==> src/hw/rtl/cdp_pkg.sv <==
// Package for the cookie date parser: types, constants and helper functions.
// No dependencies.
`timescale 1ns / 1ps
package cdp_pkg;

  localparam int unsigned SecW = 39;
  localparam int unsigned QDepth = 2;

  // Fields collected for one finished string, handed from front to back.
  typedef struct packed {
    logic [3:0]  found;
    logic [6:0]  hour;
    logic [6:0]  minute;
    logic [6:0]  second;
    logic [6:0]  day;
    logic [3:0]  month;
    logic [13:0] year;
  } fields_t;

  typedef enum logic [2:0] {
    BK_IDLE, BK_DAYS, BK_MUL1, BK_MUL2, BK_SUM, BK_OUT
  } back_state_t;

  function automatic logic is_delim(input logic [7:0] c);
    is_delim = (c == 8'h09) || (c >= 8'h20 && c <= 8'h2f) || (c >= 8'h3b && c <= 8'h40)
            || (c >= 8'h5b && c <= 8'h60) || (c >= 8'h7b && c <= 8'h7e);
  endfunction

  function automatic logic [7:0] to_lower(input logic [7:0] c);
    to_lower = (c >= 8'h41 && c <= 8'h5a) ? c + 8'h20 : c;
  endfunction

  // Month number 1..12 for a three letter name, zero for no match.
  function automatic logic [3:0] month_code(input logic [23:0] s);
    case (s)
      "jan": month_code = 4'd1;
      "feb": month_code = 4'd2;
      "mar": month_code = 4'd3;
      "apr": month_code = 4'd4;
      "may": month_code = 4'd5;
      "jun": month_code = 4'd6;
      "jul": month_code = 4'd7;
      "aug": month_code = 4'd8;
      "sep": month_code = 4'd9;
      "oct": month_code = 4'd10;
      "nov": month_code = 4'd11;
      "dec": month_code = 4'd12;
      default: month_code = 4'd0;
    endcase
  endfunction

  function automatic logic [4:0] month_len(input logic [3:0] m, input logic leap);
    case (m)
      4'd2: month_len = leap ? 5'd29 : 5'd28;
      4'd4, 4'd6, 4'd9, 4'd11: month_len = 5'd30;
      default: month_len = 5'd31;
    endcase
  endfunction

  // Days before month m (March based), i.e. (153*(mm-3)+2)/5 for mm 3..14.
  function automatic logic [8:0] month_offset(input logic [3:0] m);
    case (m)
      4'd3: month_offset = 9'd0;
      4'd4: month_offset = 9'd31;
      4'd5: month_offset = 9'd61;
      4'd6: month_offset = 9'd92;
      4'd7: month_offset = 9'd122;
      4'd8: month_offset = 9'd153;
      4'd9: month_offset = 9'd184;
      4'd10: month_offset = 9'd214;
      4'd11: month_offset = 9'd245;
      4'd12: month_offset = 9'd275;
      4'd1: month_offset = 9'd306;
      4'd2: month_offset = 9'd337;
      default: month_offset = 9'd0;
    endcase
  endfunction

endpackage

==> src/hw/rtl/cdp_queue.sv <==
// Small FIFO of collected field sets between front and back.
// Depends on cdp_pkg.
`timescale 1ns / 1ps
module cdp_queue import cdp_pkg::*; (
  input  logic    clk,
  input  logic    rst,
  input  logic    push,
  input  fields_t push_data,
  output logic    full,
  input  logic    pop,
  output logic    not_empty,
  output fields_t pop_data
);

  localparam int unsigned PtrW = $clog2(QDepth);
  fields_t mem [QDepth];
  logic [PtrW-1:0] wp, rp;
  logic [PtrW:0] cnt;

  assign full = cnt == (PtrW+1)'(QDepth);
  assign not_empty = cnt != '0;
  assign pop_data = mem[rp];

  always_ff @(posedge clk) begin
    if (push) mem[wp] <= push_data;
  end

  always_ff @(posedge clk) begin
    if (rst) begin
      wp <= '0; rp <= '0; cnt <= '0;
    end else begin
      if (push) wp <= wp + 1'b1;
      if (pop) rp <= rp + 1'b1;
      cnt <= cnt + (PtrW+1)'(push) - (PtrW+1)'(pop);
    end
  end

endmodule

==> config.mk <==
export PLATFORM = sky130hd
export DESIGN_NAME = cdp_queue
export DESIGN_NICKNAME = d
export VERILOG_FILES = /design/src/hw/rtl/cdp_pkg.sv /design/src/hw/rtl/cdp_queue.sv
export SDC_FILE = /design/constraint.sdc
export NUM_CORES = 1
export LEC_CHECK = 0
export BUFFER_PORTS_ARGS = -buffer_cell sky130_fd_sc_hd__buf_2
export CAP_MARGIN = 40
export CORE_ASPECT_RATIO = 0.7
export CORE_UTILIZATION = 40
export DETAILED_ROUTE_END_ITERATION = 10
export PLACE_DENSITY = 0.68
export SETUP_SLACK_MARGIN = 0.3
export SLEW_MARGIN = 20
export SYNTH_ARGS = -nofsm -noshare
export SYNTH_HDL_FRONTEND = slang
export SYNTH_SLANG_ARGS = --single-unit
==> constraint.sdc <==
create_clock -name clk -period 8.4 [get_ports clk]
set_clock_uncertainty 0.1 [all_clocks]
set_input_delay 0.84 -clock clk [delete_from_list [all_inputs] [get_ports clk]]
set_output_delay 0.84 -clock clk [all_outputs]
set_load 0.05 [all_outputs]
# ---- Word-level counts from Yosys, hierarchy flattened
# Memories as Yosys holds them, arrays and structs flattened. A register that Yosys moved wholly into a read port is not among the register bits.
# Cells that the tools add are included.
dict set report op_classes {
  addsub 4
  eq_ne 1
  muxes 4
  n_reduce_logical 1
}
# cell count
set op_table {}
lappend op_table {{2-to-1 mux 1 bit} 4}
lappend op_table {{adder 1 bit (second input constant)} 2}
lappend op_table {{adder 2 x 1 -> 2 bit} 1}
lappend op_table {{== test 2 bit (second input constant)} 1}
lappend op_table {{nonzero test 2 bit} 1}
lappend op_table {{subtractor 2 x 1 -> 2 bit} 1}
dict set report totals {
  ff_bits 4
  ramBits 100
  in_bits 54
  out_inout_bits 52
  wordCells 14
  mem_count 1
}
# memory depth width rd rd_ports_with_merged_regs wr line_no
set mem_list {}
lappend mem_list {mem 2 50 1 1 1 cdp_queue.sv:16} ;# fields_t mem [QDepth];

# ---- Longest topological paths before layout
# Gate-level depths: netlist (run 1).
dict set report logic_depth {
  ltp_word 3
  ltp_mapped 6
  ltp_nobuf 6
}

# ---- Least setup slack after synthesis (run 1)
# OpenSTA, ideal clock, no wires.
dict set report synth_path {
  path_type {input -> register}
  from {input push}
  to {memory mem[0][0] (netlist name) (enable)}
  setup_ns 0.464
  t_arrival_ns 3.056
  path_slack_ns 4.780
  stages 1
  n_path_buf 0
  path_cell_list {nor2b_1}
}
dict set report synth_between {
  elab_chain_cells 2
}
# item line_no
set synth_rtl {}
lappend synth_rtl {{from (decl)} cdp_queue.sv:7} ;# input logic push,
lappend synth_rtl {{2-to-1 mux 1 bit} cdp_queue.sv:25} ;# if (push) mem[wp] <= push_data;
lappend synth_rtl {{2-to-1 mux 1 bit (implied by the code)} cdp_queue.sv:25}
lappend synth_rtl {{to (decl)} cdp_queue.sv:16}
# Every way passes these cells.

==> summary.md, run 1 <==
| Metric | Value |
|---|---|
| GR Overflow Total | `0` |
| Critical Path Fanout Max | `27` |
| Unrepaired setup endpoints after global routing | `false` |
| Setup-failing EPs final | `0` |
| Mean Syn Cell Area | `23.1 sq um` |
| Share of layout cells above drive strength 1 | `59.2%` |
| Synthesis-stage register bit count | `105` |
| Final Hold Viols | `0` |
| Crit path DAT | `1.84 ns` |
| Die Ht | `86.5 um` |
| Syn Inst Count | `177` |
| DR vias | `1959` |
| Max cap viols | `0` |
| Placed cell count | `407` |
| Syn_nets | `233` |
| Pwr dens | `252 nW/um^2` |
| Leak Pwr | `1.99 nW` |
| Synthesis-to-layout area growth | `22.1%` |
| Reg clk slew, reported paths | `0.06 ns` |
| Layout Cells excl Fill | `422` |
| Worst relative slew slack | `55.8%` |
| CTS Buf Count | `9` |
| Core area | `9800 sq um` |
| Startpoint types | `register` |
| Clock root buffer | `clkbuf_16` |
| DR iter-0 viols | `73` |
| Initial Utilization | `41.7%` |
| Clock Sinks | `105` |
| Seq/Total Area, Yosys | `76.0%` |
| Dpl hpwl | `4110 um` |
| CTS H-Tree Depth | `3` |
| Classification of the worst setup path | `reg2out` |
| Largest net degree at the start of global routing | `51` |
| Setup Buffers After CTS | `0` |
| FP Rows | `30` |
| Wire per inst | `15.1 um` |
| Outcome | `completed` |
| Fmax | `359 MHz` |
| Synth warnings | `0` |
| Initial antenna violation count | `0` |
| Io pins | `106` |
| Tot Pwr | `1.25 mW` |
| Crit path required time | `7.46 ns` |
| Fin. max-slew vios | `0` |
| Worst hold slack | `0.455 ns` |
| First-pass GRT wire length | `10000 um` |
| Worst setup EP type | `primary output` |
| Final worst-path cycle share | `33.1%` |
| Vias in the first global route | `2051` |
| Final net count | `346` |
| Post-CTS resize count | `0` |
| Antenna cells | `0` |
| Post-layout min period | `2.78 ns` |
| Post-Route WL | `6380 um` |
| # DRC | `0` |
| Die Width | `123 um` |
| Hold Path Class | `reg2reg` |
| Most common cell after layout, fill and taps aside | `buf_2` |
| Die area | `10600 sq um` |
| CTS tree | `yes` |
| Drt pass-1 iters | `4` |
| Gpl congestion | `0.673` |
| Synth cell types | `13` |
| Most frequent cells in the layout | `buf_2 (105), edfxtp_1 (100), mux2_4 (50), clkbuf_16 (9)` |
| DR vias/cell | `4.64` |
| Gr usage total | `13.0%` |
| Slew at the pin with the worst max-slew slack | `0.663 ns` |
| Max IR drop VDD | `0.137 mV` |
| Worst skew pair latency | `0.33 ns` |
| Number of hold buffers added after cts | `0` |
| Number of routed nets with antenna violations | `0` |
| Post-Syn Area | `4080 sq um` |
| Port-buffer cells | `105` |
| Setup TNS | `0 ns` |
| CTS max path bufs | `2` |
registers in the layout, summed over array words and instances, names as in the netlist, named ones only:
signal / count
mem: 100
cnt: 2
rp: 1
wp: 1
path summary, 6_finish.rpt:
kind	startpoint	end	slack, ns	cells past startpoint
max reg2reg	wp	mem[1][18]	6.54	2
min	rp	register	0.46	2
min reg2reg	rp	register	0.46	2
max	register	pop_data[40]	5.62	3
final cells by class:
| cell class | count | area [sq um] |
|---|---|---|
| fill | 800 | 4810 |
| sequential | 105 | 3110 |
| multi-input combinational | 64 | 871 |
| timing repair buffer | 108 | 561 |
| clock buffer | 12 | 236 |
| tap | 128 | 160 |
| clock inverter | 3 | 42.5 |
| inverter | 2 | 7.51 |
report_power, final:
part           switching (mW)  internal [mW]
logic                   0.154         0.0815
clock network           0.164          0.229
registers              0.0156          0.611
total                   0.333          0.921
critical path, stage by stage, from the launching register on:
cell     delay, ns
dfxtp_4       0.65
buf_12        0.29
mux2_4        0.34
buf_2         0.21
metrics by stage:
step / util, % / instance area [sq um] / worst slack (ns)
floorplan: - / 4080 / 4.78
global placement: 47.8 / 4690 / 5.86
detailed placement: 48.0 / 4710 / 5.91
CTS: 50.9 / 4980 / 5.57
global route: 50.9 / 4980 / 5.52
finish: 50.9 / 4980 / 5.62
kinds of logic (layout without fill, tap and decap cells):
| kind of cell | after synthesis | in the layout | share of synthesized area (%) |
|---|---|---|---|
| DFF | 105 | 105 | 76.0 |
| muxes | 50 | 50 | 18.4 |
| and+or+nand+nor | 9 | 9 | 1.13 |
| buffers and inverters | 8 | 125 | 2.91 |
| xor gates and xnor gates | 3 | 3 | 0.980 |
| adders and majority gates | 2 | 2 | 0.613 |
cell usage after synthesis (all sizes together):
library cell	instances	share of area, %
edfxtp	100	74
mux2	50	18
buf	6	2.7
dfxtp	5	2.5
nor2	4	0.37
nor2b	3	0.46
ha	2	0.61
inv	2	0.18
xnor2	2	0.43
and2	1	0.15
or2	1	0.15
xnor3	1	0.55
per-layer routing:
layer | share of wire (%) | GRT usage, % | vias up | routed length, um
met5 | 0 | 0 | - | 0
met4 | 1.3 | 4.99 | 0 | 81
met3 | 9.3 | 5.92 | 11 | 595
met2 | 48 | 21.6 | 81 | 3030
met1 | 42 | 14.7 | 957 | 2670
li1 | - | - | 910 | -
No activity file was read; power rests on OpenSTA's default activity.
==> run 2: changes to the inputs <==
- clock period: 8.4 -> 2.6 ns (I/O delays scaled with it)
==> run 2 against run 1 <==
  * Total power increased to 3.4 times the previous value
  * Die area unchanged
  * Wire length increased by 6.0%
  * Global-route usage increased by 0.34 points
  * Critical path type unchanged
  * Highest routed layer unchanged
==> summary.md, run 2 (synthesis gave the netlist of run 1 again) <==
| Metric | Value |
|---|---|
| Die area | `10600 sq um` |
| Hold Path Class | `in2reg` |
| Core area | `9800 sq um` |
| DR iter-0 viols | `78` |
| CP Buf/Inv Count | `2` |
| Most flops, register | `mem` |
| Final Core Density | `54.6%` |
| Fill cells | `812` |
| Leak Pwr | `2.15 nW` |
| CTS max path bufs | `2` |
| Worst Reg-to-Reg Cells | `2` |
| Tot Pwr | `4.22 mW` |
| Worst-path cell chain | `buf_12 -> mux2_4 -> buf_2` |
| DR vias/cell | `4.42` |
| Classification of the worst setup path | `reg2out` |
| Hold Path End | `mem[0][1]` |
| Most frequent cells in the layout | `buf_2 (105), edfxtp_1 (100), mux2_4 (50), dlygate4sd3_1 (30), clkbuf_16 (9)` |
| Pwr dens | `790 nW/um^2` |
| First-pass GRT wire length | `10000 um` |
| Worst skew pair latency | `0.34 ns` |
| Number of routed nets with antenna violations | `0` |
| Initial antenna violation count | `0` |
| Final Hold Viols | `0` |
| Max incr delay on CP | `0.35 ns` |
| Post-CTS resize count | `0` |
| Largest regs | `mem: 100 flops, cnt: 2 flops` |
| Worst Hold Path Cells | `1` |
| GR Overflow Total | `0` |
| Die Ht | `86.5 um` |
| # DRC | `0` |
| DP Area | `4730 sq um` |
| RR Endpoint | `mem[1][17]` |
| Most common cell after layout, fill and taps aside | `buf_2` |
| Post-Route WL | `6760 um` |
| CTS H-Tree Depth | `3` |
| Layout Cells excl Fill | `455` |
| Slew at the pin with the worst max-slew slack | `0.398 ns` |
| CTS Buf Count | `9` |
| Setup TNS | `0 ns` |
| Vias in the first global route | `2005` |
| Crit path required time | `2.24 ns` |
| Share of layout cells above drive strength 1 | `54.7%` |
| Clock root buffer | `clkbuf_16` |
| Post-layout min period | `1.98 ns` |
| Post-route cell area | `5350 sq um` |
| Max IR drop VDD | `0.604 mV` |
| Antenna cells | `0` |
| Synthesis-to-layout area growth | `30.9%` |
| Initial Utilization | `41.7%` |
| Reg clk slew, reported paths | `0.07 ns` |
| Setup-failing EPs final | `0` |
| Max cap viols | `0` |
| Placed cell count | `409` |
| Worst setup EP type | `primary output` |
| Max FFs per register | `100` |
| Clock Sinks | `105` |
| Unrepaired setup endpoints after global routing | `false` |
| Worst hold slack | `0.0160 ns` |
| R2r startpoint | `wp` |
| Final net count | `378` |
| Io pins | `106` |
| Port-buffer cells | `105` |
| CTS tree | `yes` |
| Min-delay src | `push_data[1]` |
| Pre-CTS setup slack | `0.972 ns` |
| Crit-path slowest cell | `dfxtp_4` |
| Met2 Use GR | `21.7%` |
| FP Rows | `30` |
| Drt pass-1 iters | `6` |
| Gr usage total | `13.3%` |
| Setup WS post-layout | `0.617 ns` |
| Delay-heaviest family, CP | `buffers and inverters` |
| Startpoint types | `register` |
| Die Width | `123 um` |
| Wire per inst | `14.9 um` |
| R2R Setup Slk | `1.13 ns` |
| Largest net degree at the start of global routing | `51` |
| Grt met3 use | `6.51%` |
| GR peak layer | `met2` |
| Fin. max-slew vios | `0` |
| Outcome | `completed` |
| Gpl congestion | `0.664` |
| Critical Path Fanout Max | `50` |
| Final worst-path cycle share | `76.3%` |
| Met1 Track Usage GR | `15.8%` |
| Dpl hpwl | `4270 um` |
| DR vias | `2013` |
| Crit path DAT | `1.62 ns` |
| Fmax | `504 MHz` |
| Worst relative slew slack | `73.5%` |
run 2: cell types whose count changed in the layout (fill, tap and decap cells not counted), sizes merged:
cell,delta
buf,+2
dlygate4sd3,+30
bufinv,+1
clkbuf,-2
clkinv,+2
run 2: cell type report:
class	instances	area (sq um)	share of cell area, %
Sequential cell	105	3110	58.1
Clock buffer	10	229	4.28
Timing Repair Buffer	140	888	16.6
Tap cell	128	160	3.00
Multi-Input combinational cell	64	871	16.3
Clock inverter	6	82.6	1.54
Inverter	2	7.51	0.140
run 2: report_power, final:
part           switching [mW]  internal, mW  total, mW
clock network           0.555         0.838       1.39
logic                   0.527         0.299      0.826
registers              0.0300          1.97       2.00
run 2: routing by layer:
metal,wire length (um),part of all wire [%],vias up
met4,42,0.62,0
met3,528,7.8,7
met2,3290,49,78
met5,0,0,-
li1,-,-,974
met1,2900,43,954
run 2: how the worst max path moves through the flow:
stage,startpoint,depth (start not counted),to
CTS,register,3,pop_data[14]
global route,register,3,pop_data[26]
finish,register,3,pop_data[14]
floorplan,wp,1,mem[0][0]
global placement,register,3,pop_data[26]
detailed placement,register,3,pop_data[14]
run 2: timing repair:
| item | 4_1_cts | 5_1_grt |
|---|---|---|
| endpoints found under the hold margin | 28 | 31 |
| buffers inserted | 0 | 0 |
| hold buffers | 14 | 16 |
run 2: worst reg2reg max path: cells and delay by family (launching register included):
family | cells | cell delay (ns)
flip-flops | 1 | 0.41
buffers and inverters | 1 | 0.32
AND/OR/NAND/NOR | 1 | 0.32
==> run 3: changes to the inputs <==
- ABC_AREA: default -> 1
- clock period: 2.6 -> 2 ns (I/O delays scaled with it)
==> run 3 against run 2 <==
  * Area after synthesis rose by 0.12%
  * Final cell count increased by 8.4%
  * Global-route usage up 2.0 points
  * Sequential power rose by 29%
  * Setup slack got worse by 0.41 ns
  * Synthesized cell count up 5.6%
  * Critical endpoint is now pop_data[17]
  * Largest cell class unchanged
==> summary.md, run 3 <==
| Metric | Value |
|---|---|
| Outcome | `completed` |
| Crit path required time | `1.70 ns` |
| Area contributors post-synth | `edfxtp_1 (73%), mux2_4 (18%), buf_12 (2.4%), dfxtp_1 (2.4%), inv_1 (0.73%)` |
| Synthesis-stage register bit count | `105` |
| CTS max path bufs | `2` |
| Most used DFF post-synth | `edfxtp_1` |
| Clock Sinks | `105` |
| Most common cell after layout, fill and taps aside | `edfxtp_1` |
| Area share of the largest cell type after synthesis | `73.4%` |
| Worst skew pair latency | `0.34 ns` |
| Syn_nets | `243` |
| Die area | `10600 sq um` |
| Share of layout cells above drive strength 1 | `50.7%` |
| Antenna cells | `0` |
| Crit path DAT | `1.49 ns` |
| FP Rows | `30` |
| Hold Path Class | `in2reg` |
| Initial Utilization | `41.7%` |
| First-pass GRT wire length | `11500 um` |
| Most used cell along the critical path | `buf_6` |
| Leak Pwr | `2.38 nW` |
| Synth cell types | `13` |
| Setup WS post-layout | `0.208 ns` |
| Layout Cells excl Fill | `493` |
| Number of routed nets with antenna violations | `0` |
| Top cells by count, synth | `edfxtp_1 (100), mux2_4 (50), inv_1 (8), nor2_1 (7)` |
| Final Hold Viols | `0` |
| Drt pass-1 iters | `4` |
| Io pins | `106` |
| Die Width | `123 um` |
| Slew at the pin with the worst max-slew slack | `0.385 ns` |
| CP Buf/Inv Count | `3` |
| Placed cell count | `420` |
| Seq/Total Area, Yosys | `75.9%` |
| Crit-path slowest cell | `dfxtp_4` |
| Fill cells | `712` |
| Pre-CTS setup slack | `0.554 ns` |
| Fin. max-slew vios | `0` |
| Vias in the first global route | `2312` |
| Async set-reset flop share out of synthesis | `0%` |
| Initial antenna violation count | `0` |
| Dpl hpwl | `4340 um` |
| Worst relative slew slack | `74.3%` |
| Post-Route WL | `7490 um` |
| Most frequent cells in the layout | `edfxtp_1 (100), buf_2 (56), dlygate4sd3_1 (51), mux2_4 (50), buf_4 (28)` |
| Clock root buffer | `clkbuf_16` |
| Wire per inst | `15.2 um` |
| Synthesis-to-layout area growth | `44.4%` |
| Mean Syn Cell Area | `21.9 sq um` |
| Port-buffer cells | `105` |
| Most common cell in the synthesized netlist | `edfxtp_1` |
| Gpl congestion | `0.677` |
| CTS H-Tree Depth | `3` |
| CTS Buf Count | `9` |
| Fmax | `558 MHz` |
| Core area | `9800 sq um` |
| Max incr delay on CP | `0.40 ns` |
| EDFF count, synth | `100` |
| Largest regs | `mem: 100 flops, cnt: 2 flops` |
| Classification of the worst setup path | `reg2out` |
| DR iter-0 viols | `129` |
| R2r startpoint | `wp` |
| GR Overflow Total | `0` |
| Largest net degree at the start of global routing | `29` |
| Largest area contributor in the synthesized netlist | `edfxtp_1` |
| Die Ht | `86.6 um` |
| Max IR drop VDD | `0.630 mV` |
| Reg clk slew, reported paths | `0.07 ns` |
| Delay-heaviest family, CP | `buffers and inverters` |
| Unrepaired setup endpoints after global routing | `true` |
| Most flops, register | `mem` |
| Gr usage total | `15.4%` |
| Synth warnings | `0` |
| Final worst-path cycle share | `89.6%` |
| Startpoint types | `register` |
| CTS tree | `yes` |
| Max cap viols | `0` |
| Setup TNS | `0 ns` |
| Worst-path cell chain | `buf_6 -> buf_16 -> mux2_4 -> buf_6` |
| # DRC | `0` |
| DR vias/cell | `4.47` |
| Critical Path Fanout Max | `7` |
| Post-Syn Area | `4090 sq um` |
| Min-delay src | `pop` |
| Post-layout min period | `1.79 ns` |
| Final net count | `416` |
| Max FFs per register | `100` |
| Syn Inst Count | `187` |
| Pwr dens | `918 nW/um^2` |
| Setup-failing EPs final | `0` |
| Worst setup EP type | `primary output` |
| Tot Pwr | `5.42 mW` |
| DR vias | `2202` |
==> run 3: cell type report <==
cell class,instances,area (sq um),area share [%]
clock inverters,7,53.8,0.911
clock buffers,9,225,3.82
repair buffers,168,1470,24.9
flip-flops and latches,105,3110,52.6
well taps,128,160,2.71
inverters,8,33.8,0.572
multi-input cells,68,852,14.4
==> run 3: logic make-up (layout without fill, tap and decap cells) <==
logic type | Yosys count | count (layout) | share of synthesized area (%)
fa+ha+maj | 2 | 2 | 0.612
mux | 50 | 50 | 18.4
compound gates | 1 | 1 | 0.122
simple gates | 14 | 14 | 1.35
flops | 105 | 105 | 75.9
xor+xnor | 1 | 1 | 0.214
buf+inv | 14 | 192 | 3.46
==> run 3: timing repair <==
item | 4_1_cts | 5_1_grt
setup endpoints to repair | 50 | 50
setup buffers | 2 | 0
endpoints found under the hold margin | 104 | 0
hold buffers | 51 | 0
gates cloned | 4 | 0
resized for setup | 81 | 0
==> run 3: metal layers <==
layer / GRT usage [%] / vias to the layer above / share of wire [%]
li1: - / 1062 / -
met1: 18.7 / 1055 / 45
met2: 25.5 / 75 / 48
met3: 4.74 / 10 / 5.8
met4: 6.32 / 0 / 1.5
met5: 0 / - / 0
==> run 3: per-stage QoR <==
step | instance area [sq um] | hold slack [ns] | util [%]
finish | 5900 | 0.0523 | 60.3
global route | 5900 | 0.0653 | 60.3
CTS | 5900 | 0.0360 | 60.3
detailed placement | 4750 | 0.291 | 48.5
global placement | 4750 | 0.288 | 48.5
floorplan | 4100 | 0.171 | -
==> run 3: final timing paths <==
| check | end | slack, ns | depth (start not counted) |
|---|---|---|---|
| worst max-delay path | pop_data[17] | 0.21 | 4 |
| worst min-delay path | rp | 0.05 | 3 |
| worst max register to register | mem[1][20] | 0.64 | 3 |
| worst min register to register | rp | 0.42 | 2 |
==> run 3: power by group <==
| part | internal [mW] | switching (mW) |
|---|---|---|
| clock | 0.857 | 0.772 |
| sequential | 2.54 | 0.0358 |
| combinational | 0.531 | 0.681 |
| total | 3.93 | 1.49 |
==> run 3: worst min-delay path, cell delays in order <==
cell and delay (ns):
buf_2 0.10, xnor2_1 0.07, nor2_1 0.08
