<file path="src/hw/rtl/cdp_pkg.sv">
// Package for the cookie date parser: types, constants and helper functions.
// No dependencies.
`timescale 1ns / 1ps
package cdp_pkg;

  localparam int unsigned SecW = 39;
  localparam int unsigned QDepth = 2;

  // Fields collected for one finished string, handed from front to back.
  typedef struct packed {
    logic [3:0]  found;
    logic [6:0]  hour;
    logic [6:0]  minute;
    logic [6:0]  second;
    logic [6:0]  day;
    logic [3:0]  month;
    logic [13:0] year;
  } fields_t;

  typedef enum logic [2:0] {
    BK_IDLE, BK_DAYS, BK_MUL1, BK_MUL2, BK_SUM, BK_OUT
  } back_state_t;

  function automatic logic is_delim(input logic [7:0] c);
    is_delim = (c == 8'h09) || (c >= 8'h20 && c <= 8'h2f) || (c >= 8'h3b && c <= 8'h40)
            || (c >= 8'h5b && c <= 8'h60) || (c >= 8'h7b && c <= 8'h7e);
  endfunction

  function automatic logic [7:0] to_lower(input logic [7:0] c);
    to_lower = (c >= 8'h41 && c <= 8'h5a) ? c + 8'h20 : c;
  endfunction

  // Month number 1..12 for a three letter name, zero for no match.
  function automatic logic [3:0] month_code(input logic [23:0] s);
    case (s)
      "jan": month_code = 4'd1;
      "feb": month_code = 4'd2;
      "mar": month_code = 4'd3;
      "apr": month_code = 4'd4;
      "may": month_code = 4'd5;
      "jun": month_code = 4'd6;
      "jul": month_code = 4'd7;
      "aug": month_code = 4'd8;
      "sep": month_code = 4'd9;
      "oct": month_code = 4'd10;
      "nov": month_code = 4'd11;
      "dec": month_code = 4'd12;
      default: month_code = 4'd0;
    endcase
  endfunction

  function automatic logic [4:0] month_len(input logic [3:0] m, input logic leap);
    case (m)
      4'd2: month_len = leap ? 5'd29 : 5'd28;
      4'd4, 4'd6, 4'd9, 4'd11: month_len = 5'd30;
      default: month_len = 5'd31;
    endcase
  endfunction

  // Days before month m (March based), i.e. (153*(mm-3)+2)/5 for mm 3..14.
  function automatic logic [8:0] month_offset(input logic [3:0] m);
    case (m)
      4'd3: month_offset = 9'd0;
      4'd4: month_offset = 9'd31;
      4'd5: month_offset = 9'd61;
      4'd6: month_offset = 9'd92;
      4'd7: month_offset = 9'd122;
      4'd8: month_offset = 9'd153;
      4'd9: month_offset = 9'd184;
      4'd10: month_offset = 9'd214;
      4'd11: month_offset = 9'd245;
      4'd12: month_offset = 9'd275;
      4'd1: month_offset = 9'd306;
      4'd2: month_offset = 9'd337;
      default: month_offset = 9'd0;
    endcase
  endfunction

endpackage

</file>
<file path="src/hw/rtl/cdp_back.sv">
// Back end: validates a field set and converts it to Unix seconds.
// Depends on cdp_pkg.
`timescale 1ns / 1ps
module cdp_back import cdp_pkg::*; (
  input  logic              clk,
  input  logic              rst,
  input  logic              q_valid,
  input  fields_t           q_data,
  output logic              q_pop,
  output logic              out_valid,
  input  logic              out_ready,
  output logic              out_date_ok,
  output logic [SecW-1:0]   out_secs
);

  back_state_t st, st_next;
  fields_t f;
  logic [13:0] y;
  logic        ok;
  logic [21:0] days;     // civil days counted from year 0 March 1
  logic [38:0] dsec;
  logic [16:0] tsec;
  logic [13:0] yy, yq4, yq100, yq400;
  logic [13:0] yf;
  logic        leap;
  logic [26:0] prod;
  logic [13:0] c100;     // y / 100
  logic [13:0] r100;     // y % 100

  always_comb begin
    yf = q_data.year;
    if (q_data.year >= 14'd70 && q_data.year <= 14'd99) yf = q_data.year + 14'd1900;
    else if (q_data.year <= 14'd69) yf = q_data.year + 14'd2000;
  end

  // y / 100 by reciprocal multiply (5243 / 2^19), exact for all 14-bit y.
  // Quotients for yy = y - 1 follow from those of y: floor((y-1)/100) drops
  // by one only when y is a multiple of 100, and yy/400 = (yy/100)/4.
  always_comb begin
    prod = 27'(y) * 27'd5243;
    r100 = y - 14'(c100 * 14'd100);
    leap = (y[1:0] == 2'b00) && (r100 != 14'd0 || c100[1:0] == 2'b00);
    yy = (f.month <= 4'd2) ? y - 14'd1 : y;
    yq4 = yy >> 2;
    yq100 = (f.month <= 4'd2 && r100 == 14'd0) ? c100 - 14'd1 : c100;
    yq400 = yq100 >> 2;
  end

  always_comb begin
    st_next = st;
    q_pop = 1'b0;
    out_valid = 1'b0;
    case (st)
      BK_IDLE: if (q_valid) begin
        q_pop = 1'b1;
        st_next = BK_DAYS;
      end
      BK_DAYS: st_next = BK_MUL1;
      BK_MUL1: st_next = BK_MUL2;
      BK_MUL2: st_next = BK_SUM;
      BK_SUM:  st_next = BK_OUT;
      BK_OUT: begin
        out_valid = 1'b1;
        if (out_ready) st_next = BK_IDLE;
      end
      default: st_next = BK_IDLE;
    endcase
  end

  always_ff @(posedge clk) begin
    if (rst) st <= BK_IDLE;
    else st <= st_next;
  end

  always_ff @(posedge clk) begin
    case (st)
      BK_IDLE: if (q_valid) begin
        f <= q_data;
        y <= yf;
        ok <= q_data.found == 4'hf && q_data.day >= 7'd1 && q_data.day <= 7'd31
           && yf >= 14'd1601 && q_data.hour <= 7'd23 && q_data.minute <= 7'd59
           && q_data.second <= 7'd59 && q_data.month >= 4'd1 && q_data.month <= 4'd12;
      end
      BK_DAYS: begin
        c100 <= 14'(prod[26:19]);
        tsec <= 17'(f.hour) * 17'd3600 + 17'(f.minute) * 17'd60;
      end
      BK_MUL1: begin
        if (5'(f.day) > month_len(f.month, leap)) ok <= 1'b0;
        days <= 22'(yy) * 22'd365 + 22'(yq4) - 22'(yq100) + 22'(yq400)
              + 22'(month_offset(f.month)) + 22'(f.day) - 22'd1;
      end
      // epoch offset folded in: 719468 days * 86400
      BK_MUL2: dsec <= 39'(days) * 39'd86400 - 39'd62162035200;
      BK_SUM: begin
        out_date_ok <= ok;
        out_secs <= ok ? dsec + 39'(tsec) + 39'(f.second) : '0;
      end
      default: ;
    endcase
  end

endmodule

</file>
<file path="config.mk">
export PLATFORM = sky130hd
export DESIGN_NAME = cdp_back
export DESIGN_NICKNAME = d
export VERILOG_FILES = /design/src/hw/rtl/cdp_pkg.sv /design/src/hw/rtl/cdp_back.sv
export SDC_FILE = /design/constraint.sdc
export NUM_CORES = 1
export LEC_CHECK = 0
export BUFFER_PORTS_ARGS = -buffer_cell sky130_fd_sc_hd__buf_2
export CAP_MARGIN = 20
export CORE_AREA = 2 2 197 199
export CTS_BUF_LIST = sky130_fd_sc_hd__clkbuf_8
export CTS_CLUSTER_DIAMETER = 200
export DETAILED_ROUTE_END_ITERATION = 7
export DIE_AREA = 0 0 199 201
export PLACE_DENSITY = 0.79
export SYNTH_ARGS = -nofsm -noshare
export SYNTH_HDL_FRONTEND = slang
export SYNTH_SLANG_ARGS = --single-unit
</file>
<file path="constraint.sdc">
create_clock -name clk -period 21.6 [get_ports clk]
set_input_delay 4.32 -clock clk [delete_from_list [all_inputs] [get_ports clk]]
set_output_delay 4.32 -clock clk [all_outputs]
set_load 0.02 [all_outputs]
</file>
After elaboration in Yosys (flattened, before gate mapping)
Memories as Yosys holds them, arrays and structs flattened. A register that Yosys moved wholly into a read port is not among the register bits.
Index checks and enable logic that the tools add are counted.
- ROM bits: 144
- output and inout bits: 42
- bits in registers: 176
- logic and storage cells: 103
- memories: 1
- add/subtract/negate cells: 15
- muxes and demuxes: 18
- eq/ne operators: 14
- order comparisons: 13
- $mul: 6
- reductions and logical operators: 22
- memory list (name ; depth ; bits a word ; read ports ; clocked after Yosys merged registers in ; wr ports ; line ; RTL):
    (name not given) ; 16 ; 9 ; 1 ; 1 ; 0 ; cdp_pkg.sv:62 ; case (m)
- operators with widths (kind ; number):
    $mux 14 ; 4
    $add 22x12->22 ; 2
    $add 39x17->39 ; 1
    $add 39x7->39 ; 1
    $sub 39x36->39 const B ; 1
    $mul 22x10->32 const B ; 1
    $add 14x11->14 const B ; 2
    $le 14x7->1 const B ; 2
    $mul 14x13->27 const B ; 1
    $add 22x7->22 ; 1
    $add 22x9->22 ; 1
    $mul 14x9->22 const B ; 1
    $sub 22x1->22 const B ; 1
    $sub 22x14->22 ; 1
    $pmux 3 s6 ; 1
    $add 17x13->17 ; 1
    $ge 14x11->1 const B ; 1
    $ge 14x7->1 const B ; 1
    $le 7x5->1 const B ; 2
    $le 7x6->1 const B ; 2
    $logic_not 14->1 ; 1
    $reduce_bool 14->1 ; 1
    $sub 14x1->14 const B ; 1
    $sub 14x14->14 ; 1
    other kinds (31) ; 56

Longest topological paths before layout
Gate-level depths: netlist of run 1.
- word-level depth: 12
- gate-level depth with buffers: 39
- gate-level depth less buffers: 39

Worst setup path before layout of run 1
OpenSTA, ideal clock, no wires.
- path kind: input to output
- from: input q_valid
- to: output q_pop
- slack: 9.748 ns
- data arrival time: 7.532 ns
- stages: 1
- cell sequence: nor4b_2
- longest elaborated chain between the ends: 2
- RTL lines (element ; line ; RTL):
    from (decl) ; cdp_back.sv:7 ; input logic q_valid,
    $mux 1 ; cdp_back.sv:54 ; BK_IDLE: if (q_valid) begin
    $mux 1 ; cdp_back.sv:53 ; case (st)
    to (decl) ; cdp_back.sv:9 ; output logic q_pop,
Every way passes these cells.

Worst setup path after layout of run 1
- from: register c100[2]
- to: register days[21], data pin
- longest elaborated chain between the ends: 10
- elaborated cells on any way between the ends: 11
- RTL lines (element ; line ; RTL):
    from (decl) ; cdp_back.sv:27 ; logic [13:0] c100;
    from (signal assigned) ; cdp_back.sv:85 ; c100 <= 14'(prod[26:19]);
    $mul 8x5->12 ; cdp_back.sv:41 ; r100 = y - 14'(c100 * 14'd100);
    $sub 14x14->14 ; cdp_back.sv:41 ;
    $logic_not 14->1 ; cdp_back.sv:45 ; yq100 = (f.month <= 4'd2 && r100 == 14'd0) ? c100 - 14'd1 : c100;
    $logic_and 1x1->1 ; cdp_back.sv:45 ;
    $mux 14 (*) ; cdp_back.sv:45 ;
    $sub 22x14->22 ; cdp_back.sv:90 ; days <= 22'(yy) * 22'd365 + 22'(yq4) - 22'(yq100) + 22'(yq400)
    $add 22x12->22 (*) ; cdp_back.sv:90 ;
    $add 22x9->22 (*) ; cdp_back.sv:91 ; + 22'(month_offset(f.month)) + 22'(f.day) - 22'd1;
    $add 22x7->22 (*) ; cdp_back.sv:91 ;
    $sub 22x1->22 (*) ; cdp_back.sv:91 ;
    to (signal assigned) ; cdp_back.sv:90 ;
    to (decl) ; cdp_back.sv:20 ; logic [21:0] days;
Mark *: on every way between the ends. The rest lies on a longest branch, timed or not.
A chain may end at the register's enable or synchronous reset.

==> impl_results.md, run 1 <==
* Status: finished clean
* Vias in the first global route at 16,200
* GRT Util Overall at 24.0%
* Slowest-stage cell, CP: fa_1
* Reg area at 0.00516 mm²
* Top post-synthesis cells by area: ha_1 23%, edfxtp_1 21%, fa_1 20%
* Register area share after synthesis at approximately 22%
* CP endpoint kind: flip-flop
* Max Fclk at 94.6 MHz
* Post-Synth XOR/XNOR Area at about 5.7%
* Rel. slew slack at 34.9%
* RR Endpoint: days[21]
* Commonest cells post-synth: 498 x inv_1, 432 x ha_1, 231 x fa_1
* Total number of vias at 15,900
* Die Area at around 0.04 mm²
* Drt first pass iters at 5
* Ports at between 90 and 100
* DRC viols at 0
* Starting Density at between 60% and 70%
* CP peak stage delay at roughly 700 ps
* Clock Skews at approximately 28 ps
* First-pass GRT wire length at between 70,000 and 80,000 µm
* Multiplexer share of the synthesized area at less than 1%
* Detailed Place HPWL at approximately 40,000 µm
* Post-synth EDFFs at ~160
* CTS sink count at between 150 and 200
* Multi-input gate area at 0.0160 mm²
* Critical Path Fanout Max at 12
* Ys Warns at 0
* Worst r2r src: c100[2]
* Port buffer count at between 90 and 100
* CP Data Arrival Time at approximately 11,000 ps
* Startpoint Class: flip-flop
* Layout cells sized above 1 at approximately 7.4%
* Count leader, synth: inv_1
* Reg2Reg Depth at 30
* Worst EP required at approximately 22,000 ps
* GP Congestion at 0.934
* Mean Syn Cell Area at about 10 µm²
* DRT iter0 DRCs at 694
* Synth Area in Compound Gates at roughly 11%
* CTS root buf: clkbuf_8
* Synthesized Nets at around 3,000
* Post_cts resized at 0
* Slew Limit Fails at 0
* N_diodes at 0
* RSZ-0062 raised after global routing: no
* GRT Residual Overflow at 0
* HP Start: f[25]
* Clock Latency Late Sink at 560 ps
* FFs w/ async S/R, synth at 0%
* Synth Cell Area at 0.0231 mm²
* Hold Path End: out_secs[0]
* Fillers at approximately 3,000
* Mapped Cells at 2,283
* Post-CTS setup repair buffer count at 0
* Least-Margin Pin Slew at 975 ps
* Hold buffers post-CTS at 0
* Period utilization at 48.9%
* Die Height at between 200 and 250 µm
* Worst-path clk slew at approximately 90 ps
* Vias per inst at around 5.5
* Synth unique cells at 85
* Max clock buf depth at 2
* Maxcap violations at 0
* Pin count of the biggest net entering global routing at 52
* Largest family of logic cells by synthesized area: adder cells
* Synth top area share at between 20% and 30%
* Antenna-violating nets left at 0
* Adder-cell share of the synthesized area at a little over two fifths
* Final Critical Period at between 10,000 and 15,000 ps
* Final Hold Fails at 0
* Cell depth of the worst hold path at 1
* # rows at 72
* Wire per inst at about 16 µm
* CTS buffer count at 17
* DIE WIDTH at just under 200 µm
* Type of the tightest min-delay check: flip-flop to flip-flop
* CTS tree: built
* Layout area overhead at 6.47%
* H-Tree Depth at 4
* Area of the core at around 0.038 mm²
* Synth Area in Simple Gates at under 10%
* Most used DFF post-synth: edfxtp_1
* Setup TNS at 0 ps
* Post-synth top area cell: ha_1
* R2R setup slack at about 11,000 ps
* Final nets at between 3,000 and 4,000
* FF+latch count, synth at 176
* Initial antenna violation count at 0
* WL final at 45,300 µm
* # setup viols final at 0
* Critical path type: flip-flop to flip-flop
==> layout by cell type, fill, tap and decap left out, drive strengths merged, types with 6 or more instances in the layout <==
| master | instances |
|---|---|
| a211o | 6 |
| a211oi | 15 |
| a21boi | 10 |
| a21o | 34 |
| a21oi | 105 |
| a31o | 7 |
| and2 | 13 |
| and3 | 23 |
| buf | 100 |
| clkbuf | 17 |
| clkinv | 8 |
| dfxtp | 12 |
| edfxtp | 164 |
| fa | 231 |
| ha | 432 |
| inv | 503 |
| nand2 | 85 |
| nand2b | 20 |
| nand3 | 37 |
| nand4 | 14 |
| nor2 | 81 |
| nor2b | 20 |
| nor3 | 38 |
| nor3b | 10 |
| o2111ai | 7 |
| o211ai | 20 |
| o21a | 22 |
| o21ai | 76 |
| o21bai | 12 |
| o31a | 6 |
| or2 | 12 |
| or3 | 21 |
| or4 | 9 |
| xnor2 | 108 |
| xor2 | 39 |
==> state kept, by name (all words and copies together), names as in the netlist, named ones only <==
register and cells:
c100 8, days 22, dsec 32, f 32, ok 1, out_date_ok 1, out_secs 39, st 3
tsec 15, y 14
==> cells by family after synthesis <==
group	after synthesis
and+or+nand+nor	402
xor gates and xnor gates	148
muxes	5
buffers and inverters	523
AOI/OAI and AO/OA	366
DFF	176
adders and majority gates	663
==> stage by stage <==
stage | std cells | setup WS, ps | area [µm²] | utilization, % | hold slack, ps
3_3_place_gp | 2876 | 11560 | 24200 | 63.5 | 526
2_1_floorplan | 2283 | 9750 | 23100 | - | 493
5_1_grt | 2908 | 10590 | 24600 | 64.6 | 565
4_1_cts | 2908 | 11140 | 24600 | 64.6 | 542
6_report | 2908 | 11030 | 24600 | 64.6 | 536
3_5_place_dp | 2876 | 11190 | 24200 | 63.5 | 520
==> routing by layer <==
layer / vias to the layer above / GRT usage, % / part of all wire, %
met3: 54 / 3.71 / 3.4
met5: - / 0 / 0
met1: 7732 / 31.0 / 45
met4: 0 / 6.66 / 1.7
met2: 265 / 41.8 / 50
li1: 7853 / - / -
==> worst max-delay path by stage <==
stage                        from  endpoint  slack (ps)  cells after the start
after floorplan           q_valid     q_pop        9750                      1
after global placement    c100[2]  days[21]       11560                     30
after CTS                 c100[2]  days[21]       11140                     30
after global routing      c100[2]  days[21]       10590                     30
after detailed placement  c100[2]  days[21]       11190                     30
final                     c100[2]  days[21]       11030                     30
==> critical path: cells and delay by family (launching register included) <==
family,cells,cell delay [ps]
buffers and inverters,4,410
flip-flops,1,460
AND/OR/NAND/NOR,2,1060
AO/OA/AOI/OAI,10,2970
adder cells (fa/ha/maj),12,5110
XOR/XNOR,2,260
==> area by class of cell <==
type | count | area share, %
Multi-Input combinational cell | 1584 | 65.0
Sequential cell | 176 | 21.0
Inverter | 498 | 7.59
Tap cell | 518 | 2.63
Timing Repair Buffer | 100 | 2.08
Clock buffer | 17 | 0.950
Clock inverter | 15 | 0.727
Power of run 1 is not shown: default switching activity piles up to over one toggle a cycle in this logic, so the estimate is an artifact.
==> run 2: changes to the inputs <==
clock period = 10.15 ns   (was 21.6 ns; I/O delays follow)
==> run 2 against run 1 <==
Maximum frequency rose by 8.8%; hold slack improved by 17 ps; final area barely moved; non-clock buffer count rose by 2; register-to-register slack got worse by 11000 ps; critical path type unchanged; largest cell class unchanged.
==> impl_results.md, run 2 (same netlist as run 1, synthesis figures left out) <==
* Final instance area at 0.0246 mm²
* CP endpoint kind: flip-flop
* Port buffer count at 95
* Antenna-violating nets left at 0
* Worst-path clk slew at roughly 100 ps
* GRT Residual Overflow at 0
* Detailed Place HPWL at 39,100 µm
* CTS buffer count at 17
* Final nets at about 3,100
* Critical path type: flip-flop to flip-flop
* RR Endpoint: days[21]
* Layout area overhead at 6.52%
* Max Fclk at between 100 and 150 MHz
* Placed inst area at 0.0242 mm²
* Hold buffers post-CTS at 0
* Pre-CTS setup slack at ~280 ps
* Crit path from: c100[3]
* CP peak stage delay at between 500 and 600 ps
* N_diodes at 0
* CP Data Arrival Time at ~10,000 ps
* H-Tree Depth at 4
* CTS root buf: clkbuf_8
* Regs by FF count: out_secs: 39 flops, dsec: 32 flops, f: 32 flops
* Worst r2r src: c100[3]
* # rows at 72
* WL final at 45,700 µm
* DRC viols at 0
* Final Hold Fails at 0
* DRT iter0 DRCs at between 700 and 800
* Slew Limit Fails at 0
* Ports at between 90 and 100
* Worst EP required at 10,450 ps
* Pin count of the biggest net entering global routing at 52
* Largest reg by FF count: out_secs
* Area of the core at around 0.038 mm²
* Initial antenna violation count at 0
* Type of the tightest min-delay check: flip-flop to flip-flop
* Rel. slew slack at 35.7%
* # setup viols final at 0
* Die Height at around 200 µm
* Most frequent cells in the layout: 498 x inv_1, 432 x ha_1, 231 x fa_1
* Period utilization at a little over nine tenths
* Critical path endpoint: days[21]
* Clock Skews at ~18 ps
* CTS tree: built
* CTS sink count at approximately 180
* Setup ws final at about 430 ps
* Placed cells at about 2,900
* Number of flip-flops under the largest register name at 39
* Maxcap violations at 0
* Critical Path Fanout Max at 6
* Slowest-stage cell, CP: fa_1
* Final Critical Period at 9720 ps
* GRT Util Overall at 24.3%
* Final Non-Filler Cells at a little under 3,000
* Max clock buf depth at 2
* Least-Margin Pin Slew at 964 ps
* First-pass GRT wire length at about 78,000 µm
* Startpoint Class: flip-flop
* Starting Density at between 60% and 70%
* Drt first pass iters at 5
* Setup TNS at 0 ps
* DIE WIDTH at 199 µm
* Vias per inst at between 5 and 6
* Die Area at roughly 0.04 mm²
* Status: finished clean
* Reg2Reg Depth at 38
* Clock Latency Late Sink at ~540 ps
* Layout cells sized above 1 at between 7 and 8%
* GP Congestion at 0.902
* Vias in the first global route at 16,300
* Wire per inst at around 16 µm
* Commonest non-fill, non-tap cell in the layout: inv_1
* Total number of vias at roughly 16,000
* R2R setup slack at around 430 ps
run 2: cell type report:
class | instances | area, µm²
Clock buffer | 17 | 234
Timing Repair Buffer | 102 | 528
Fill cell | 2999 | 13500
Multi-Input combinational cell | 1584 | 16000
Inverter | 498 | 1870
Tap cell | 518 | 648
Clock inverter | 15 | 145
Sequential cell | 176 | 5160
run 2: stage by stage:
stage / util, % / hold slack, ps
floorplan: - / 493
global placement: 63.6 / 526
detailed placement: 63.6 / 526
CTS: 64.6 / 553
global route: 64.7 / 579
finish: 64.7 / 552
run 2: critical path, delay by kind of cell, from the launching register on:
| family | cells | cell delay (ps) |
|---|---|---|
| flops | 1 | 500 |
| buf+inv | 6 | 420 |
| fa+ha+maj | 11 | 4200 |
| xor+xnor | 4 | 880 |
| compound gates | 13 | 2930 |
| simple gates | 4 | 580 |
run 2: worst min path at each step:
| stage | startpoint | cells after the start | end |
|---|---|---|---|
| CTS | f[26] | 1 | out_secs[1] |
| finish | f[26] | 1 | out_secs[1] |
| floorplan | days[0] | 0 | dsec[7] |
| global route | f[25] | 1 | out_secs[0] |
| detailed placement | f[25] | 1 | out_secs[0] |
| global placement | f[26] | 1 | out_secs[1] |
run 2: layer usage:
layer | global-route usage (%) | vias to the layer above | routed length (µm)
met5 | 0 | - | 0
met4 | 7.20 | 0 | 950
met3 | 3.39 | 55 | 1470
met2 | 42.5 | 264 | 22800
met1 | 31.3 | 7748 | 20500
li1 | - | 7873 | -
run 2: what timing repair did:
| item | CTS | global route |
|---|---|---|
| gates resized for setup | 0 | 5 |
| endpoints found under the hold margin | 0 | 0 |
| endpoints found under the setup margin | 0 | 1 |
| buffers inserted | 0 | 0 |
Power of run 2 is left out for the same reason.
==> run 3: changes to the inputs <==
MAX_ROUTING_LAYER = met4   (was not set)
==> run 3 against run 2 <==
Critical path depth fell by 4; wire length fell by 0.15%; maximum frequency rose by 1.7%; global-route usage rose by 0.61 points; cell count rose by 0.14%; final area barely moved; register-to-register slack improved by 160 ps; sequential cell count did not move; hold slack improved by 2.8 ps; largest cell class unchanged.
==> impl_results.md, run 3 (same netlist as run 1, synthesis figures left out) <==
* Detailed Place HPWL at just under 40,000 µm
* Layout area overhead at 6.62%
* Met2 Resource Use GR at around two fifths
* Pin count of the biggest net entering global routing at 52
* Max clock buf depth at 2
* Die Area at ~0.040 mm²
* # setup viols final at 0
* Most frequent cells in the layout: 498 x inv_1, 432 x ha_1, 231 x fa_1
* Wire per inst at about 16 µm
* Critical path type: flip-flop to flip-flop
* DRC viols at 0
* Worst-path clk slew at 100 ps
* Clock Skews at between 20 and 25 ps
* WL final at 45,700 µm
* Total number of vias at between 15,000 and 20,000
* GRT Residual Overflow at 0
* Regs by FF count: out_secs: 39 flops, dsec: 32 flops, f: 32 flops
* CP endpoint kind: flip-flop
* CTS root buf: clkbuf_8
* CTS tree: built
* CP Buf/Inv Count at 6
* Slowest-stage cell, CP: fa_1
* # rows at between 70 and 80
* Starting Density at between 60% and 70%
* Setup TNS at 0 ps
* GRT Util Overall at 24.9%
* Die Height at ~200 µm
* CTS buffer count at 17
* Port buffer count at 95
* Most used cell, CP: ha_1
* Slew Limit Fails at 0
* Layout cells sized above 1 at under 10%
* Area of the core at roughly 0.038 mm²
* Least-Margin Pin Slew at about 990 ps
* Commonest non-fill, non-tap cell in the layout: inv_1
* Startpoint Class: flip-flop
* CP peak stage delay at 550 ps
* H-Tree Depth at 4
* Ports at 96
* Vias per inst at ~5.5
* Type of the tightest min-delay check: flip-flop to flip-flop
* Gr busiest metal: met2
* Critical Path Fanout Max at 6
* Final nets at roughly 3,100
* DIE WIDTH at approximately 200 µm
* Kind of cell adding the most delay to the critical path: adder cells
* First-pass GRT wire length at about 77,000 µm
* Fillers at about 3,000
* Max Fclk at approximately 100 MHz
* Met3 usage at ~3.3%
* Final Critical Period at about 9600 ps
* Initial antenna violation count at 0
* Clock Latency Late Sink at between 500 and 600 ps
* Largest reg by FF count: out_secs
* Period utilization at a little over nine tenths
* Status: finished clean
* DRT iter0 DRCs at ~730
* Number of flip-flops under the largest register name at 39
* Rel. slew slack at 33.7%
* N_diodes at 0
* RSZ-0062 raised after global routing: no
* Drt first pass iters at 5
* Maxcap violations at 0
* GP Congestion at 0.918
* M1 GR Usage at a little under a third
* Worst EP required at approximately 10,000 ps
* Final Hold Fails at 0
* Hold buffers post-CTS at 0
* CP Data Arrival Time at 9850 ps
* Antenna-violating nets left at 0
* CTS sink count at 176
* Vias in the first global route at 16,300
[run 3: area by class of cell]
class | count | area [µm²] | area share [%]
clock buffers | 17 | 234 | 0.949
clock inverters | 15 | 150 | 0.609
multi-input cells | 1584 | 16000 | 65.0
flip-flops and latches | 176 | 5160 | 20.9
well taps | 518 | 648 | 2.63
inverters | 498 | 1870 | 7.58
repair buffers | 106 | 558 | 2.26
[run 3: layer usage]
metal | part of all wire (%) | vias up
li1 | - | 7867
met1 | 45 | 7747
met2 | 50 | 258
met3 | 3.1 | 57
met4 | 2.3 | 0
met5 | 0 | -
[run 3: metrics by stage]
stage | std cells | hold slack, ps | area, µm² | worst slack [ps] | utilization [%]
after floorplan | 2283 | 493 | 23100 | 799 | -
after global placement | 2878 | 526 | 24200 | 439 | 63.6
after detailed placement | 2878 | 515 | 24200 | 352 | 63.6
after CTS | 2910 | 557 | 24600 | 211 | 64.6
after global routing | 2914 | 584 | 24700 | 17.1 | 64.7
final | 2914 | 555 | 24700 | 594 | 64.7
[run 3: worst paths after layout]
check	cells past startpoint	start	slack, ps	end
max reg2reg	34	c100[2]	590	days[21]
min reg2reg	1	f[26]	560	out_secs[1]
max	34	c100[2]	590	days[21]
min	1	f[26]	560	out_secs[1]
[run 3: repair_timing]
action | 4_1_cts | 5_1_grt
setup endpoints to repair | 0 | 2
setup buffers | 0 | 4
resized for setup | 0 | 4
Power of run 3 is left out for the same reason.
